$ cat config.mk
export PLATFORM = sky130hd
export DESIGN_NAME = pcb_ctrl
export DESIGN_NICKNAME = d
export VERILOG_FILES = /design/src/sv/pcb_pkg.sv /design/src/sv/pcb_ctrl.sv
export SDC_FILE = /design/constraint.sdc
export NUM_CORES = 1
export LEC_CHECK = 0
export BUFFER_PORTS_ARGS = -buffer_cell sky130_fd_sc_hd__buf_4
export CAP_MARGIN = 30
export CORE_AREA = 2 2 39 41
export DETAILED_ROUTE_END_ITERATION = 12
export DIE_AREA = 0 0 41 43
export HOLD_SLACK_MARGIN = 0.1
export PLACE_DENSITY_LB_ADDON = 0.25
export SLEW_MARGIN = 20
export SYNTH_ARGS = -nofsm -noshare
export SYNTH_HDL_FRONTEND = slang
export SYNTH_SLANG_ARGS = --single-unit
$ cat constraint.sdc
create_clock -name aclk -period 1.6 [get_ports aclk]
set_clock_uncertainty 0.1 [all_clocks]
set_input_delay 0.24 -clock aclk [delete_from_list [all_inputs] [get_ports aclk]]
set_output_delay 0.24 -clock aclk [all_outputs]
set_load 0.02 [all_outputs]
$ cat src/sv/pcb_pkg.sv
// pcb_pkg: shared types and constants of the pretrigger capture buffer
// depends on nothing; used by pcb_cfg, pcb_ctrl, pcb_datapath and the top module

package pcb_pkg;

    // default sizing
    localparam int DEPTH_DEF       = 1024;
    localparam int SAMPLE_BITS_DEF = 64;

    // fixed field widths
    localparam int CNT_W    = 11;
    localparam int MAXR_W   = 12;
    localparam int SAMPLE_W = 64;
    localparam int IDX_W    = 11;
    localparam int OP_W     = 2;
    localparam int MODE_W   = 2;

    // opcodes
    localparam logic [OP_W-1:0] OP_PUSH  = 2'd0;
    localparam logic [OP_W-1:0] OP_TRIG  = 2'd1;
    localparam logic [OP_W-1:0] OP_REARM = 2'd2;
    localparam logic [OP_W-1:0] OP_READ  = 2'd3;

    // capture modes
    localparam logic [MODE_W-1:0] MODE_RUNNING = 2'd0;
    localparam logic [MODE_W-1:0] MODE_FROZEN  = 2'd1;
    localparam logic [MODE_W-1:0] MODE_READY   = 2'd2;

    // register map
    localparam int APB_AW   = 4;
    localparam int APB_DW   = 32;
    localparam logic [1:0] REG_PRE  = 2'd0;
    localparam logic [1:0] REG_POST = 2'd1;
    localparam logic [1:0] REG_MAXR = 2'd2;

    localparam logic [CNT_W-1:0]  PRE_RESET  = 11'd672;
    localparam logic [CNT_W-1:0]  POST_RESET = 11'd78;
    localparam logic [MAXR_W-1:0] MAXR_RESET = 12'd1024;

    // stream layout
    localparam int S_TDATA_W = 80;
    localparam int S_IDX_LSB = SAMPLE_W;
    localparam int M_TDATA_W = 112;
    localparam int M_READ_OK_BIT = MODE_W + 4 * CNT_W;
    localparam int M_DATA_LSB    = M_READ_OK_BIT + 1;
    localparam int M_DATA_MSB    = M_DATA_LSB + SAMPLE_W - 1;

    typedef struct packed {
        logic [CNT_W-1:0]  pre;
        logic [CNT_W-1:0]  post;
        logic [MAXR_W-1:0] max_read;
    } pcb_cfg_t;

    typedef struct packed {
        logic clear_en;
        logic accept;
        logic div_start;
        logic div_sel_post;
        logic load_pre;
        logic load_post;
        logic out_load;
    } pcb_cmd_t;

    typedef struct packed {
        logic clear_last;
        logic need_scale;
        logic div_done;
        logic out_free;
    } pcb_status_t;

endpackage

$ cat src/sv/pcb_ctrl.sv
// pcb_ctrl: sequencer for clearing pass, item accept, trigger division and result load
// depends on pcb_pkg

module pcb_ctrl (
    input  logic                     aclk,
    input  logic                     aresetn,
    input  logic                     s_tvalid,
    input  logic [pcb_pkg::OP_W-1:0] opcode,
    output logic                     s_tready,
    input  pcb_pkg::pcb_status_t     status,
    output pcb_pkg::pcb_cmd_t        cmd
);

    localparam logic [2:0] ST_CLEAR    = 3'd0;
    localparam logic [2:0] ST_IDLE     = 3'd1;
    localparam logic [2:0] ST_DIV_PRE  = 3'd2;
    localparam logic [2:0] ST_DIV_POST = 3'd3;
    localparam logic [2:0] ST_DONE     = 3'd4;

    logic [2:0] state_reg, state_next;
    logic       accept;

    assign s_tready = (state_reg == ST_IDLE);
    assign accept   = s_tvalid && s_tready;

    always_comb begin
        state_next = state_reg;
        cmd        = '0;
        cmd.accept = accept;
        case (state_reg)
            ST_CLEAR: begin
                cmd.clear_en = 1'b1;
                if (status.clear_last) begin
                    state_next = ST_IDLE;
                end
            end
            ST_IDLE: begin
                if (accept) begin
                    if ((opcode == pcb_pkg::OP_TRIG) && status.need_scale) begin
                        cmd.div_start = 1'b1;
                        state_next    = ST_DIV_PRE;
                    end else begin
                        state_next = ST_DONE;
                    end
                end
            end
            ST_DIV_PRE: begin
                if (status.div_done) begin
                    cmd.load_pre     = 1'b1;
                    cmd.div_start    = 1'b1;
                    cmd.div_sel_post = 1'b1;
                    state_next       = ST_DIV_POST;
                end
            end
            ST_DIV_POST: begin
                if (status.div_done) begin
                    cmd.load_post = 1'b1;
                    state_next    = ST_DONE;
                end
            end
            ST_DONE: begin
                if (status.out_free) begin
                    cmd.out_load = 1'b1;
                    state_next   = ST_IDLE;
                end
            end
            default: begin
                state_next = ST_IDLE;
            end
        endcase
    end

    always_ff @(posedge aclk) begin
        if (!aresetn) begin
            state_reg <= ST_CLEAR;
        end else begin
            state_reg <= state_next;
        end
    end

endmodule

# Word-level counts from Yosys, hierarchy flattened
# Index checks and enable logic that the tools add are counted.
dict set report word_totals {
  regBits 3
  input_bits 9
  output_inout_bits 8
  word_cells 32
}
dict set report classes {
  n_eq_ne 10
  muxes 17
  n_reduce_logical 4
}
# cell count
set op_table {}
lappend op_table {{3-bit two-way mux} 7}
lappend op_table {{3-bit case mux with 5 select lines} 1}
lappend op_table {{2-bit inequality test (second input constant)} 4}
lappend op_table {{1-bit two-way mux} 7}
lappend op_table {{3-bit by 2-bit == test with 1-bit output (second input constant)} 2}
lappend op_table {{5-bit AND reduction} 1}
lappend op_table {{3-bit by 1-bit == test with 1-bit output (second input constant)} 1}
lappend op_table {{3-bit == test (second input constant)} 1}
lappend op_table {{3-bit zero test} 1}
lappend op_table {{2-bit by 1-bit == test with 1-bit output (second input constant)} 1}
lappend op_table {{1-bit logical AND} 2}
lappend op_table {{2-bit two-way mux} 1}
lappend op_table {{2-bit by 1-bit inequality test with 1-bit output (second input constant)} 1}
lappend op_table {{1-bit case mux with 2 select lines} 1}

# Logic depth before layout (Yosys ltp)
# Gate-level depths: netlist of the first run.
dict set report logic_depth {
  ltp_word 5
  mapped_depth 5
  depth_no_buf 3
}

# Least setup slack after synthesis of the first run
# No wires, ideal clock.
dict set report synth_timing {
  path_type {flip-flop to output port}
  startpoint {register state_reg[1]}
  endpoint {output cmd[3] (netlist bit)}
  arrival_time_ns 1.091
  required_time_ns 1.260
  slack_ns 0.169
  stages_incl_launch_ff 5
  n_path_buf 2
  path_cell_list {dfxtp_1 buf_6 nand3b_1 nor2_1 buf_4}
}
# item line
set synth_lines {}
lappend synth_lines {{start, declared} pcb_ctrl.sv:20} ;# logic [2:0] state_reg, state_next;
lappend synth_lines {{start signal, assigned} pcb_ctrl.sv:77} ;# state_reg <= state_next;
lappend synth_lines {{end, declared} pcb_ctrl.sv:11} ;# output pcb_pkg::pcb_cmd_t cmd

==> results.yml, run 1 <==
place:
  gp_congestion: 0.735
  pre_cts_ws_ns: 0.180
  numPortBuffers: 16
  dpl.cell_count: 66
floorplan:
  die_w_um: 41
  ios: 17
  dieArea_um2: 1760
  start_util_pct: 21.2
  num_rows: 14
  coreArea_um2: 1380
  die_y_um: 43
final_layout:
  final_common_cell: "buf_4"
  fin_cells: 72
  final_cell_mix: "buf_4, clkbuf_4"
  drive_gt1_share_pct: 51.8
  nNetsFinal: 66
  final_util_pct: 34.1
  syn_to_final_growth_pct: 60.4
  largest_reg_flops: 3
  n_antenna_cell: 0
global_routing:
  grtUsageTotal_pct: 10.5
  grt_pass1_wl_um: 1270
  antenna_found_initial: 0
  grt_max_degree: 10
  grt_pass1_vias: 298
  overflow: 0
power:
  p_leak_nw: 0.223
  powerDensity_nw_per_um2: 716
  ir_worst_vdd_mv: 0.246
  total_power_uw: 338
setup_path:
  cp.arrival_ns: 1.23
  crit_path_start_kind: "flip-flop"
  path_class: "flip-flop to primary output"
  cp.required_ns: 1.26
  crit_buf_inv: 1
  path_cells: "and4bb_1 -> nand3_1 -> o21ai_1 -> buf_4"
  cp_slowest_cell: "dfxtp_4"
  crit_family: "simple AND/OR/NAND/NOR gates"
  critPathMaxFanout: 6
  cp_slowest_stage_delay_ns: 0.35
  endpoint_kind: "primary output"
yosys:
  synthCells: 36
  syn-num-nets: 45
  synth-seq-cells: 3
  syn_area_um2: 294
  ys_types: 25
  synth_warnings: 0
  synth-seq-area-share_pct: 20.4
  avgSynthCellArea_um2: 8.17
routing:
  drc: 0
  firstDrtPassIters: 2
  vias: 324
  vias_per_cell: 4.50
  drt_iter0_markers: 2
  routedWlPerCell_um: 10.5
  wirelength_um: 753
  antenna_left: 0
sta:
  fin_ws_ns: 0.0265
  fmax_mhz: 636
  finalSetupViolations: 0
  tightest_slew_ns: 0.213
  slew_headroom_pct: 85.7
  hold_ws_ns: 0.187
  finalHoldViolations: 0
  fin_crit_ns: 1.57
  fin_crit_sh_pct: 98.3
  rsz0062_at_grt: "true"
  slew_viol_final: 0
hold_path:
  min_path_type: "primary input to flip-flop"
clocking:
  clk_transition_reported_paths_ns: 0.04
  cts_tree: "yes"
  root_buffer: "clkbuf_4"
  clk_latency_ns: 0.24
  cts_hold_buffers: 0
  h-tree-depth: 1
  clockBufferDepth: 2
  cts.sinks: 3
  cts_buffers: 3
run_status:
  status: "completed"
run:
  cap_violations: 0
## worst register-to-register path: cells and delay by family (launching register included)
family          cells  cell delay, ns
simple gates        1            0.25
flops               1            0.35
buf+inv             1            0.14
compound gates      2            0.34
## repair_timing
action,4_1_cts,5_1_grt
setup endpoints to repair,3,2
pin swaps,0,3
setup buffers,0,2
resized for setup,2,6
## metrics by stage
step           area [um2]  TNS (ns)
2_1_floorplan         294         0
3_3_place_gp          415         0
3_5_place_dp          415         0
4_1_cts               444   -0.0132
5_1_grt               472   -0.0713
6_report              472         0
## layer usage
layer,track usage (%),wire length (um)
met1,14.1,340
met2,14.4,372
met5,0,0
met3,4.71,40
met4,4.00,0
## worst paths after layout
path	start	end	cells past startpoint	slack [ns]
setup / recovery	state_reg[1]	cmd[4]	4	0.03
hold / removal	status[3]	state_reg[0]	3	0.19
setup reg to reg	state_reg[1]	state_reg[2]	4	0.31
hold reg to reg	state_reg[1]	state_reg[1]	2	0.44
## power by group
part	internal [mW]	switching (mW)
clock	0.0939	0.0454
combinational	0.0604	0.0530
sequential	0.0793	0.00573
total	0.234	0.104
## Yosys cell counts
library cell  n  area, um2
a21boi_1      1       7.51
and4bb_1      1       12.5
or2_1         1       6.26
o31ai_1       1       7.51
or3b_1        2       17.5
inv_1         1       3.75
and2b_1       1       7.51
nor2_1        2       7.51
nand2_1       2       7.51
buf_6         1       11.3
nor3_1        1       5.00
buf_4         3       22.5
and3_1        1       6.26
nor2b_4       1       13.8
o2111ai_1     2       17.5
or2b_1        1       7.51
a211oi_1      1       7.51
o21ai_0       1       5.00
and2_1        1       6.26
and3_2        1       7.51
nand3b_1      2       15.0
nor2b_1       2       12.5
dfxtp_1       3       60.1
nand3_1       2       10.0
nand4b_1      1       8.76
## cell families (layout without fill, tap and decap cells)
group                  count (synthesis)  in the layout  synth area share (%)
AOI/OAI and AO/OA                      6              6                  15.3
buffers and inverters                  5             25                  12.8
DFF                                    3              3                  20.4
and+or+nand+nor                       22             22                  51.5
## final cells by class
class	instances	area, um2
clock buffer	4	26.3
inverter	1	3.75
timing repair buffer	20	154
multi-input combinational	28	200
sequential	3	67.6
tap	16	20.0
fill	153	912
Power figures use the tool's default switching activity.
==> inputs of run 2 (changes only) <==
--- a/config.mk
+++ b/config.mk
@@ -12,6 +12,7 @@
 export DIE_AREA = 0 0 41 43
 export HOLD_SLACK_MARGIN = 0.1
 export PLACE_DENSITY_LB_ADDON = 0.25
+export REMOVE_ABC_BUFFERS = 1
 export SLEW_MARGIN = 20
 export SYNTH_ARGS = -nofsm -noshare
 export SYNTH_HDL_FRONTEND = slang
==> run 2 against run 1 <==
Effect of this change:
- sequential power is 1% lower
- sequential share of layout area fell by 0.30 points
- routed wire length is 8.5% higher
- cell area up 2.1%
- critical path depth stayed put
- hold slack better by 0.015 ns
- count of clock-buffer cells in the layout did not move
- combinational power is 6% higher
- global-route usage down 0.39 points
- critical path type unchanged
- critical endpoint is now cmd[5]
- largest power group unchanged
==> results.yml, run 2 (synthesis gave the netlist of run 1 again) <==
routing:
  drc: 0
  antenna_left: 0
  wirelength_um: 817
  firstDrtPassIters: 4
  drt_iter0_markers: 3
  vias_per_cell: 4.76
  routedWlPerCell_um: 11.5
  vias: 338
power:
  p_sw_uw: 107
  seqPwrFrac_pct: 24.5
  p_leak_nw: 0.236
  p_sw_share_pct: 31.3
  intPower_uw: 236
  ir_worst_vdd_mv: 0.311
  pwr-share-clk_pct: 40.4
  total_power_uw: 343
  combinationalPowerShare_pct: 35.1
  powerDensity_nw_per_um2: 712
clocking:
  clk_transition_reported_paths_ns: 0.04
  cts_buffers: 3
  cts.sinks: 3
  clockBufferDepth: 2
  cts_tree: "yes"
  clk_latency_ns: 0.24
  h-tree-depth: 1
  root_buffer: "clkbuf_4"
sta:
  slew_viol_final: 0
  tightest_slew_ns: 0.232
  finalSetupViolations: 0
  finalHoldViolations: 0
  slew_headroom_pct: 84.4
  fin_crit_sh_pct: 97.6
  fmax_mhz: 640
  rsz0062_at_grt: "true"
  fin_crit_ns: 1.56
place:
  gp_congestion: 0.727
  hpwlAfterDp_um: 606
  numPortBuffers: 16
setup_path:
  critPathLaunch: "state_reg[2]"
  critPathMaxFanout: 6
  path_class: "flip-flop to primary output"
  rr_startpoint: "state_reg[2]"
  cp.arrival_ns: 1.22
  cp_slowest_cell: "dfxtp_4"
  cp.required_ns: 1.26
  endpoint_kind: "primary output"
  path_cells: "and2b_2 -> nor2b_4 -> and2_4 -> buf_6"
  crit_path_start_kind: "flip-flop"
  cp_slowest_stage_delay_ns: 0.35
global_routing:
  grt_pass1_vias: 280
  grt_pass1_wl_um: 1130
  grtUsageTotal_pct: 10.1
  antenna_found_initial: 0
  overflow: 0
  grt_max_degree: 10
floorplan:
  num_rows: 14
  ios: 17
  die_w_um: 41
  coreArea_um2: 1380
  die_y_um: 43
  start_util_pct: 21.2
  dieArea_um2: 1760
final_layout:
  final_util_pct: 34.8
  final_cell_mix: "buf_4, clkbuf_4"
  final_common_cell: "buf_4"
  nNetsFinal: 65
  syn_to_final_growth_pct: 63.8
  largest_reg_flops: 3
  n_antenna_cell: 0
  drive_gt1_share_pct: 52.7
  fill_cells: 151
run:
  cap_violations: 0
hold_path:
  min_from: "status[0]"
  min_path_type: "primary input to flip-flop"
run_status:
  status: "completed"
## run 2: timing repair
action,in CTS,in global routing
hold endpoints to repair,0,0
pin swaps,0,3
resized for setup,5,6
endpoints found under the setup margin,3,2
hold buffers,0,0
setup buffers,0,1
cloned,0,0
## run 2: per-layer routing
layer | vias to the layer above | GRT usage [%] | wire (um)
li1 | 168 | - | -
met1 | 154 | 13.5 | 343
met2 | 16 | 11.9 | 400
met3 | 0 | 9.42 | 73
met4 | 0 | 2.00 | 0
met5 | - | 0 | 0
## run 2: metrics by stage
stage                     instances  area [um2]  setup WS, ns  hold WS (ns)  TNS [ns]
after floorplan                  32         260         0.118         0.293         0
after global placement           66         415         0.196         0.443         0
after detailed placement         66         415         0.189         0.450         0
after CTS                        70         453       0.00279         0.190         0
after global routing             71         482       -0.0230         0.188   -0.0336
final                            71         482        0.0386         0.202         0
## run 2: final timing paths
kind	endpoint	slack, ns	cells past startpoint
worst min register to register	state_reg[1]	0.45	2
worst min-delay path	state_reg[2]	0.20	3
worst max register to register	state_reg[2]	0.28	4
worst max-delay path	cmd[5]	0.04	4
## run 2: cell type report
type                       count  area [um2]  area share (%)
clock buffer                   4        26.3            5.45
inverter                       1        3.75           0.779
multi-input combinational     28         209            43.4
sequential                     3        67.6            14.0
tap                           16        20.0            4.16
timing repair buffer          19         155            32.2
## run 2: power by group through the flow
stage	clock, mW	combinational [mW]	sequential (mW)
2_1_floorplan	0	0.0540	0.0913
3_3_place_gp	0	0.109	0.0883
3_5_place_dp	0	0.108	0.0877
4_1_cts	0.146	0.113	0.0860
5_1_grt	0.153	0.130	0.0851
6_report	0.139	0.120	0.0841
## run 2: worst max-delay path: cells and delay by family (launching register included)
kind	cells	cell delay (ns)
buf+inv	1	0.11
simple gates	3	0.54
flops	1	0.35
