## config.mk

```make
export PLATFORM = sky130hd
export DESIGN_NAME = pcb_cfg
export DESIGN_NICKNAME = d
export VERILOG_FILES = /design/src/sv/pcb_pkg.sv /design/src/sv/pcb_cfg.sv
export SDC_FILE = /design/constraint.sdc
export NUM_CORES = 1
export LEC_CHECK = 0
export BUFFER_PORTS_ARGS = -buffer_cell sky130_fd_sc_hd__buf_2
export CAP_MARGIN = 10
export CORE_MARGIN = 2
export CORE_UTILIZATION = 40
export DETAILED_ROUTE_END_ITERATION = 8
export PLACE_DENSITY_LB_ADDON = 0.05
export SYNTH_ARGS = -nofsm -noshare
export SYNTH_HDL_FRONTEND = slang
export SYNTH_SLANG_ARGS = --single-unit
```

## constraint.sdc

```tcl
create_clock -name aclk -period 1.3 [get_ports aclk]
set_clock_uncertainty 0.2 [all_clocks]
set_input_delay 0.065 -clock aclk [delete_from_list [all_inputs] [get_ports aclk]]
set_output_delay 0.065 -clock aclk [all_outputs]
set_load 0.005 [all_outputs]
```

## src/sv/pcb_pkg.sv

```systemverilog
// pcb_pkg: shared types and constants of the pretrigger capture buffer
// depends on nothing; used by pcb_cfg, pcb_ctrl, pcb_datapath and the top module

package pcb_pkg;

    // default sizing
    localparam int DEPTH_DEF       = 1024;
    localparam int SAMPLE_BITS_DEF = 64;

    // fixed field widths
    localparam int CNT_W    = 11;
    localparam int MAXR_W   = 12;
    localparam int SAMPLE_W = 64;
    localparam int IDX_W    = 11;
    localparam int OP_W     = 2;
    localparam int MODE_W   = 2;

    // opcodes
    localparam logic [OP_W-1:0] OP_PUSH  = 2'd0;
    localparam logic [OP_W-1:0] OP_TRIG  = 2'd1;
    localparam logic [OP_W-1:0] OP_REARM = 2'd2;
    localparam logic [OP_W-1:0] OP_READ  = 2'd3;

    // capture modes
    localparam logic [MODE_W-1:0] MODE_RUNNING = 2'd0;
    localparam logic [MODE_W-1:0] MODE_FROZEN  = 2'd1;
    localparam logic [MODE_W-1:0] MODE_READY   = 2'd2;

    // register map
    localparam int APB_AW   = 4;
    localparam int APB_DW   = 32;
    localparam logic [1:0] REG_PRE  = 2'd0;
    localparam logic [1:0] REG_POST = 2'd1;
    localparam logic [1:0] REG_MAXR = 2'd2;

    localparam logic [CNT_W-1:0]  PRE_RESET  = 11'd672;
    localparam logic [CNT_W-1:0]  POST_RESET = 11'd78;
    localparam logic [MAXR_W-1:0] MAXR_RESET = 12'd1024;

    // stream layout
    localparam int S_TDATA_W = 80;
    localparam int S_IDX_LSB = SAMPLE_W;
    localparam int M_TDATA_W = 112;
    localparam int M_READ_OK_BIT = MODE_W + 4 * CNT_W;
    localparam int M_DATA_LSB    = M_READ_OK_BIT + 1;
    localparam int M_DATA_MSB    = M_DATA_LSB + SAMPLE_W - 1;

    typedef struct packed {
        logic [CNT_W-1:0]  pre;
        logic [CNT_W-1:0]  post;
        logic [MAXR_W-1:0] max_read;
    } pcb_cfg_t;

    typedef struct packed {
        logic clear_en;
        logic accept;
        logic div_start;
        logic div_sel_post;
        logic load_pre;
        logic load_post;
        logic out_load;
    } pcb_cmd_t;

    typedef struct packed {
        logic clear_last;
        logic need_scale;
        logic div_done;
        logic out_free;
    } pcb_status_t;

endpackage

```

## src/sv/pcb_cfg.sv

```systemverilog
// pcb_cfg: apb register file holding pre, post and max_read settings
// depends on pcb_pkg

module pcb_cfg (
    input  logic                        aclk,
    input  logic                        aresetn,
    input  logic                        psel,
    input  logic                        penable,
    input  logic                        pwrite,
    input  logic [pcb_pkg::APB_AW-1:0]  paddr,
    input  logic [pcb_pkg::APB_DW-1:0]  pwdata,
    output logic [pcb_pkg::APB_DW-1:0]  prdata,
    output logic                        pready,
    output pcb_pkg::pcb_cfg_t           cfg
);

    pcb_pkg::pcb_cfg_t cfg_reg;
    pcb_pkg::pcb_cfg_t cfg_next;
    logic              wr_en;
    logic [1:0]        reg_sel;

    assign pready  = 1'b1;
    assign wr_en   = psel && penable && pwrite && pready;
    assign reg_sel = paddr[3:2];

    always_comb begin
        cfg_next = cfg_reg;
        if (wr_en) begin
            case (reg_sel)
                pcb_pkg::REG_PRE:  cfg_next.pre      = pwdata[pcb_pkg::CNT_W-1:0];
                pcb_pkg::REG_POST: cfg_next.post     = pwdata[pcb_pkg::CNT_W-1:0];
                pcb_pkg::REG_MAXR: cfg_next.max_read = pwdata[pcb_pkg::MAXR_W-1:0];
                default:           cfg_next = cfg_reg;
            endcase
        end
    end

    always_ff @(posedge aclk) begin
        if (!aresetn) begin
            cfg_reg.pre      <= pcb_pkg::PRE_RESET;
            cfg_reg.post     <= pcb_pkg::POST_RESET;
            cfg_reg.max_read <= pcb_pkg::MAXR_RESET;
        end else begin
            cfg_reg <= cfg_next;
        end
    end

    always_comb begin
        case (reg_sel)
            pcb_pkg::REG_PRE:  prdata = pcb_pkg::APB_DW'(cfg_reg.pre);
            pcb_pkg::REG_POST: prdata = pcb_pkg::APB_DW'(cfg_reg.post);
            pcb_pkg::REG_MAXR: prdata = pcb_pkg::APB_DW'(cfg_reg.max_read);
            default:           prdata = '0;
        endcase
    end

    assign cfg = cfg_reg;

endmodule

```

-- Yosys cells after proc, flatten, opt, wreduce, memory -nomap -nowiden
Index checks and enable logic that the tools add are counted.
- bits of input ports: 41
- logic and storage cells: 12
- bits in registers: 34
- output and inout bits: 67
- eq/ne operators: 2
- mux-type cells: 1
- reduce and logical (&&, ||, !) cells: 6
- operator list (kind ; number):
    12-bit case mux with 3 select lines ; 1
    2-bit AND reduction ; 3
    2-bit by 1-bit equality test with 1-bit output (second input constant) ; 1
    2-bit equality test (second input constant) ; 1
    1-bit logical AND ; 2
    2-bit logical NOT ; 1

-- Logic depth before layout (Yosys ltp)
Gate-level depths: netlist (run 1).
- depth after elaboration: 3
- mapped depth: 6
- gate-level depth less buffers: 3

-- Worst setup path after synthesis (run 1)
OpenSTA, ideal clock, no wires.
- path type: input-to-reg
- from: input paddr[3] in the netlist's numbering
- to: register cfg_reg (netlist bit cfg[12])
- cell stages on the path: 6
- arrival: 0.885 ns
- data required time: 1.028 ns
- setup time: 0.072 ns
- path buffers: 3
- path slack: 0.143 ns
- cell sequence: buf_2 > nor2b_1 > buf_2 > and2_4 > buf_6 > mux2i_1
- cells in the longest elaborated chain, start to end: 2
- RTL lines (item ; RTL line ; RTL):
    start: declaration ; pcb_cfg.sv:10 ; input logic [pcb_pkg::APB_AW-1:0] paddr,
    2-bit by 1-bit equality test with 1-bit output ; pcb_cfg.sv:29 ; case (reg_sel)
    2-bit AND reduction (no line) ; n/a ;
    end signal: assignment ; pcb_cfg.sv:44 ; cfg_reg <= cfg_next;
    end: declaration ; pcb_cfg.sv:17 ; pcb_pkg::pcb_cfg_t cfg_reg;
No other way between the ends.
A chain may end at the register's enable or synchronous reset.

-- Worst setup path in the final report (run 1)
- from: register cfg_reg (netlist bit cfg[7])
- to: output prdata[7] in the netlist's numbering
- cells in the longest elaborated chain, start to end: 1
- RTL lines (item ; RTL line ; RTL):
    12-bit case mux with 3 select lines ; pcb_cfg.sv:49 ; case (reg_sel)
    end: declaration ; pcb_cfg.sv:12 ; output logic [pcb_pkg::APB_DW-1:0] prdata,
No other way between the ends.

==> impl_metrics.env, run 1 <==
export IMPL_status="finished, final reports clean"
export IMPL_critPathArrivalTime_ns=0.96
export IMPL_hold_viol=0
export IMPL_worst_path_max_fanout=3
export IMPL_cts_buffers=5
export IMPL_reg2reg_depth=2
export IMPL_power_frac_seq=0.469
export IMPL_crit_family="flip-flops"
export IMPL_cts_root_buf="clkbuf_8"
export IMPL_die_h_microns=69.9
export IMPL_die_x_microns=69.9
export IMPL_power_leakage_nw=1.11
export IMPL_drt_wl_total_mm=3.98
export IMPL_wl_per_cell_microns=12.0
export IMPL_final_core_util=0.574
export IMPL_grt_antenna_before_repair=0
export IMPL_syn_inst=199
export IMPL_cts_tree="done"
export IMPL_r2r_start="cfg[14]"
export IMPL_firstDrtPassIters=6
export IMPL_area_delta_synth_final_pct=35.1
export IMPL_n_antenna_cell=0
export IMPL_drc=0
export IMPL_routed_via_density=4.49
export IMPL_ys_seq_area_frac=0.392
export IMPL_crit_chain="mux2i_1 -> o21ai_0 -> buf_2"
export IMPL_cpMaxStageDelayCell="dfxtp_1"
export IMPL_r2r_end="cfg[14]"
export IMPL_slew_violations=0
export IMPL_p_int_mw=1.76
export IMPL_min_path_type="in -> reg"
export IMPL_dp_hpwl_mm=2.89
export IMPL_hold_path_startpoint="paddr[3]"
export IMPL_max_vdd_ir_drop_mv=0.671
export IMPL_grt_pass1_vias=1335
export IMPL_yosys_cell_types_count=18
export IMPL_largest_reg_flops=34
export IMPL_required_ns=1.03
export IMPL_io_buffers=64
export IMPL_critical_path_max_stage_delay_ns=0.35
export IMPL_syn_avg_cell_area_sq_um=8.72
export IMPL_drtIter0Drc=56
export IMPL_io_pins=108
export IMPL_grtUsageTotal=0.160
export IMPL_hold_slack_ns=0.131
export IMPL_timing_final_crit_share=0.946
export IMPL_grt_pass1_wl_mm=6.31
export IMPL_grt_overflow=0
export IMPL_initial_core_util=0.425
export IMPL_insertion_delay_ns=0.28
export IMPL_setup_viol=0
export IMPL_synth_seq_cells=34
export IMPL_drive_gt1_frac=0.358
export IMPL_worstSetupPathType="reg -> out"
export IMPL_routabilityCongestion=0.748
export IMPL_path_clk_slew_ns=0.07
export IMPL_htree_levels=2
export IMPL_cp_start_kind="flip-flop"
export IMPL_switching_power_mw=0.515
export IMPL_post_route_min_period_ns=1.23
export IMPL_dieArea_sq_um=4880
export IMPL_crit_buf_inv=1
export IMPL_nets=322
export IMPL_endpoint_kind="primary output"
export IMPL_p_clk_frac=0.414
export IMPL_swShare=0.226
export IMPL_hold_path_depth=4
export IMPL_vias=1491
export IMPL_pwr_share_comb=0.117
export IMPL_power_density_nw_per_um2=971
export IMPL_syn_cell_area_sq_um=1740
export IMPL_drv_cap=0
export IMPL_final_setup_tns_ns=0
export IMPL_rsz0062_at_grt="false"
export IMPL_core_sq_um=4090
export IMPL_r2r_slack_ns=0.45
export IMPL_clock_sinks=34
export IMPL_synth_warnings=0
export IMPL_rows=23
export IMPL_holdPathEnd="cfg[33]"
export IMPL_clockBufferDepth=2
export IMPL_post_cts_buffers=0
export IMPL_ant_nets=0
export IMPL_grt_max_degree=51
export IMPL_fmax_ghz=0.813
export IMPL_power_total_mw=2.28
## metal layers
metal | share of wire | vias to the layer above | track usage | wire [microns]
met5 | 0 | - | 0 | 0
met4 | 0.010 | 0 | 0.0449 | 41
met3 | 0.074 | 5 | 0.0462 | 295
met2 | 0.43 | 64 | 0.253 | 1710
met1 | 0.49 | 647 | 0.212 | 1930
li1 | - | 775 | - | -
## worst max-delay path by stage
| stage | from | to | slack [ns] | cells after the start |
|---|---|---|---|---|
| 6_report | cfg[7] | prdata[7] | 0.07 | 3 |
| 5_1_grt | cfg[7] | prdata[7] | 0.002 | 3 |
| 4_1_cts | paddr[2] | prdata[2] | 0.03 | 6 |
| 3_5_place_dp | paddr[2] | cfg[16] | 0.01 | 4 |
| 3_3_place_gp | paddr[2] | prdata[6] | 0.04 | 6 |
| 2_1_floorplan | paddr[3] | cfg[12] | 0.14 | 6 |
## cell usage in the layout (no fill, tap or decap), types with 4 or more instances in the layout
master,synthesis,final
clkbuf_8,0,5
dfxtp_2,0,13
nand3_1,5,5
o21ai_0,11,5
o21ai_1,0,6
inv_1,4,4
conb_1,2,21
nand2_1,49,49
dlygate4sd3_1,0,13
buf_4,23,13
nor2b_1,9,8
dfxtp_1,34,21
o211ai_1,4,4
mux2i_1,41,41
buf_2,4,63
## final cells by class
cell class	count	area (sq um)
clock buffers	7	76.3
clock inverters	1	30.0
fillers	403	1740
inverters	4	15.0
multi-input cells	145	893
flip-flops and latches	34	697
well taps	50	62.6
repair buffers	91	571
## cells in the mapped netlist
cell type	instances	area (sq um)
buf_4	23	173
o211ai_1	4	30.0
buf_2	4	20.0
nor2b_1	9	56.3
nand2_1	49	184
nand3_1	5	25.0
mux2i_1	41	410
o21ai_0	11	55.1
buf_6	1	11.3
nor3b_2	1	12.5
conb_1	2	7.51
and2_4	1	8.76
and3_1	1	6.26
dfxtp_1	34	681
inv_1	4	15.0
clkbuf_1	7	26.3
and3b_1	1	8.76
nor3_1	1	5.00
## cell families after synthesis
group / after synthesis / share of synthesized area
AND/OR/NAND/NOR: 68 / 0.177
multiplexers: 41 / 0.236
AO/OA/AOI/OAI: 15 / 0.0490
flip-flops: 34 / 0.392
buffers and inverters: 39 / 0.141
other: 2 / 0.00433
## repair_timing
action	CTS	global route
hold endpoints to repair	34	0
hold buffers	13	0
endpoints found under the setup margin	0	11
gates resized for setup	0	22
## worst min-delay path, cell delays in order
cell and delay (ns):
buf_2 0.17, nor3_2 0.08, buf_4 0.15, mux2i_1 0.11
## power groups by stage
| stage | Sequential, mW | Combinational (mW) | Clock (mW) |
|---|---|---|---|
| 4_1_cts | 1.07 | 0.264 | 0.971 |
| 5_1_grt | 1.07 | 0.296 | 1.00 |
| 6_report | 1.07 | 0.267 | 0.944 |
| 3_3_place_gp | 1.09 | 0.234 | 0 |
| 2_1_floorplan | 1.09 | 0.172 | 0 |
| 3_5_place_dp | 1.09 | 0.233 | 0 |
## stage by stage
step | std cells | cell area [sq um] | worst slack (ns)
after floorplan | 218 | 1810 | 0.143
after global placement | 311 | 2080 | 0.0356
after detailed placement | 311 | 2080 | 0.0101
after CTS | 332 | 2320 | 0.0330
after global routing | 332 | 2340 | 0.00176
final | 332 | 2340 | 0.0700
(Power assumes the default switching activity.)
==> run 2: changes to the inputs <==
==> constraint.sdc (replaced) <==
create_clock -name aclk -period 1.4 [get_ports aclk]
set_clock_uncertainty 0.2 [all_clocks]
set_input_delay 0.07 -clock aclk [delete_from_list [all_inputs] [get_ports aclk]]
set_output_delay 0.07 -clock aclk [all_outputs]
set_load 0.005 [all_outputs]
==> run 2 against run 1 <==
  * Combinational power decreased by 10%
  * Highest routed layer unchanged
  * Sequential power shrank 7%
  * Total power is 9.2% lower
  * Sequential share of layout area decreased by 0.22 points
  * Critical endpoint is now prdata[6]
  * Largest power group unchanged
  * Clock power decreased by 11%
  * Critical path type is now in -> out
  * First-iteration DRC count rose by 11%
  * Setup slack improved by 0.064 ns
==> impl_metrics.env, run 2 (synthesized netlist as in run 1, its figures left out) <==
export IMPL_status="finished, final reports clean"
export IMPL_dp_hpwl_mm=2.82
export IMPL_cts_buffers=5
export IMPL_grtUsageTotal=0.168
export IMPL_clock_sinks=34
export IMPL_critPathArrivalTime_ns=1.00
export IMPL_cpMaxStageDelayCell="nor2b_2"
export IMPL_critical_path_max_stage_delay_ns=0.23
export IMPL_min_path_type="in -> reg"
export IMPL_area_delta_synth_final_pct=32.9
export IMPL_dieArea_sq_um=4880
export IMPL_grt_pass1_wl_mm=6.56
export IMPL_critPathLaunch="paddr[2]"
export IMPL_worstSetupPathType="in -> out"
export IMPL_core_sq_um=4090
export IMPL_final_common_cell="buf_2"
export IMPL_rows=23
export IMPL_ant_nets=0
export IMPL_power_leakage_nw=1.09
export IMPL_fmax_ghz=0.790
export IMPL_holdPathEnd="cfg[15]"
export IMPL_timing_final_crit_share=0.904
export IMPL_p_int_mw=1.59
export IMPL_placed_area_sq_um=2070
export IMPL_grt_max_degree=51
export IMPL_final_core_util=0.565
export IMPL_drv_cap=0
export IMPL_clockBufferDepth=2
export IMPL_routabilityCongestion=0.738
export IMPL_switching_power_mw=0.475
export IMPL_power_frac_seq=0.479
export IMPL_htree_levels=2
export IMPL_initial_core_util=0.425
export IMPL_power_density_nw_per_um2=897
export IMPL_endpoint_kind="primary output"
export IMPL_dp_cells=310
export IMPL_hold_path_depth=3
export IMPL_fin_area_sq_um=2310
export IMPL_max_vdd_ir_drop_mv=0.536
export IMPL_r2r_start="cfg[14]"
export IMPL_cts_root_buf="clkbuf_8"
export IMPL_grt_pass1_vias=1381
export IMPL_slew_violations=0
export IMPL_largest_reg_flops=34
export IMPL_cpMostUsedCell="buf_2"
export IMPL_crit_chain="buf_2 -> nor2b_2 -> buf_4 -> nand2_1 -> o21ai_0 -> buf_2"
export IMPL_io_pins=108
export IMPL_required_ns=1.13
export IMPL_worst_path_max_fanout=12
export IMPL_layout_cells_non_filler=330
export IMPL_die_h_microns=69.9
export IMPL_cp_start_kind="input port"
export IMPL_die_x_microns=69.9
export IMPL_routed_via_density=4.61
export IMPL_drive_gt1_frac=0.318
export IMPL_nets=320
export IMPL_grt_overflow=0
export IMPL_insertion_delay_ns=0.28
export IMPL_grt_antenna_before_repair=0
export IMPL_crit_family="buffers and inverters"
export IMPL_rsz0062_at_grt="false"
export IMPL_vias=1521
export IMPL_drc=0
export IMPL_p_clk_frac=0.405
export IMPL_mostFrequentLayoutCells="buf_2, nand2_1, mux2i_1"
export IMPL_reg2reg_depth=2
export IMPL_final_setup_tns_ns=0
export IMPL_hold_viol=0
export IMPL_r2r_end="cfg[14]"
export IMPL_post_cts_buffers=0
export IMPL_path_clk_slew_ns=0.07
export IMPL_post_route_min_period_ns=1.27
export IMPL_drt_wl_total_mm=3.98
export IMPL_hold_slack_ns=0.0125
export IMPL_firstDrtPassIters=5
export IMPL_wl_per_cell_microns=12.1
export IMPL_io_buffers=64
export IMPL_n_antenna_cell=0
export IMPL_setup_viol=0
export IMPL_r2r_slack_ns=0.55
export IMPL_swShare=0.230
export IMPL_drtIter0Drc=62
export IMPL_crit_buf_inv=3
export IMPL_hold_path_startpoint="aresetn"
export IMPL_cts_tree="done"
export IMPL_pwr_share_comb=0.116
-- run 2: cell count changes in the layout (fill, tap and decap cells not counted), sizes merged --
cell / delta
bufinv: -1
dlygate4sd3: -1
-- run 2: timing repair --
| action | in CTS | in global routing |
|---|---|---|
| gates resized for setup | 0 | 1 |
| endpoints found under the hold margin | 34 | 0 |
| hold buffers | 12 | 0 |
| endpoints found under the setup margin | 0 | 6 |
-- run 2: worst reg2reg max path, stage by stage, from the launching register on --
cell and delay, ns:
dfxtp_1 0.36, inv_1 0.05, o211ai_1 0.16
-- run 2: metal layers --
layer	track usage	vias to the layer above	share of wire
met5	0	-	0
met4	0.0577	0	0.010
met3	0.0375	4	0.068
met2	0.257	63	0.42
met1	0.232	684	0.50
li1	-	770	-
-- run 2: per-stage QoR --
| stage | total power [mW] | setup WS, ns |
|---|---|---|
| final | 2.07 | 0.134 |
| after floorplan | 1.17 | 0.238 |
| after global placement | 1.23 | 0.0900 |
| after detailed placement | 1.23 | 0.0653 |
| after global routing | 2.17 | 0.0136 |
| after CTS | 2.10 | 0.0665 |
-- run 2: area by class of cell --
type                    instances  area, sq um
inverters                       4         15.0
clock buffers                   8          110
multi-input cells             145          888
fillers                       387         1780
flip-flops and latches         34          681
repair buffers                 89          551
well taps                      50         62.6
-- run 2: worst max-delay path by stage --
stage | slack, ns | depth (start not counted) | endpoint
after detailed placement | 0.07 | 6 | prdata[6]
after global placement | 0.09 | 6 | prdata[6]
final | 0.13 | 6 | prdata[6]
after CTS | 0.07 | 6 | prdata[6]
after floorplan | 0.24 | 6 | cfg[12]
after global routing | 0.01 | 3 | prdata[1]
-- run 2: power by group through the flow --
stage | clock network (mW) | logic [mW] | registers [mW]
after floorplan | 0 | 0.160 | 1.01
after global placement | 0 | 0.215 | 1.01
after detailed placement | 0 | 0.215 | 1.01
after CTS | 0.864 | 0.241 | 0.991
after global routing | 0.906 | 0.268 | 0.992
final | 0.838 | 0.240 | 0.991
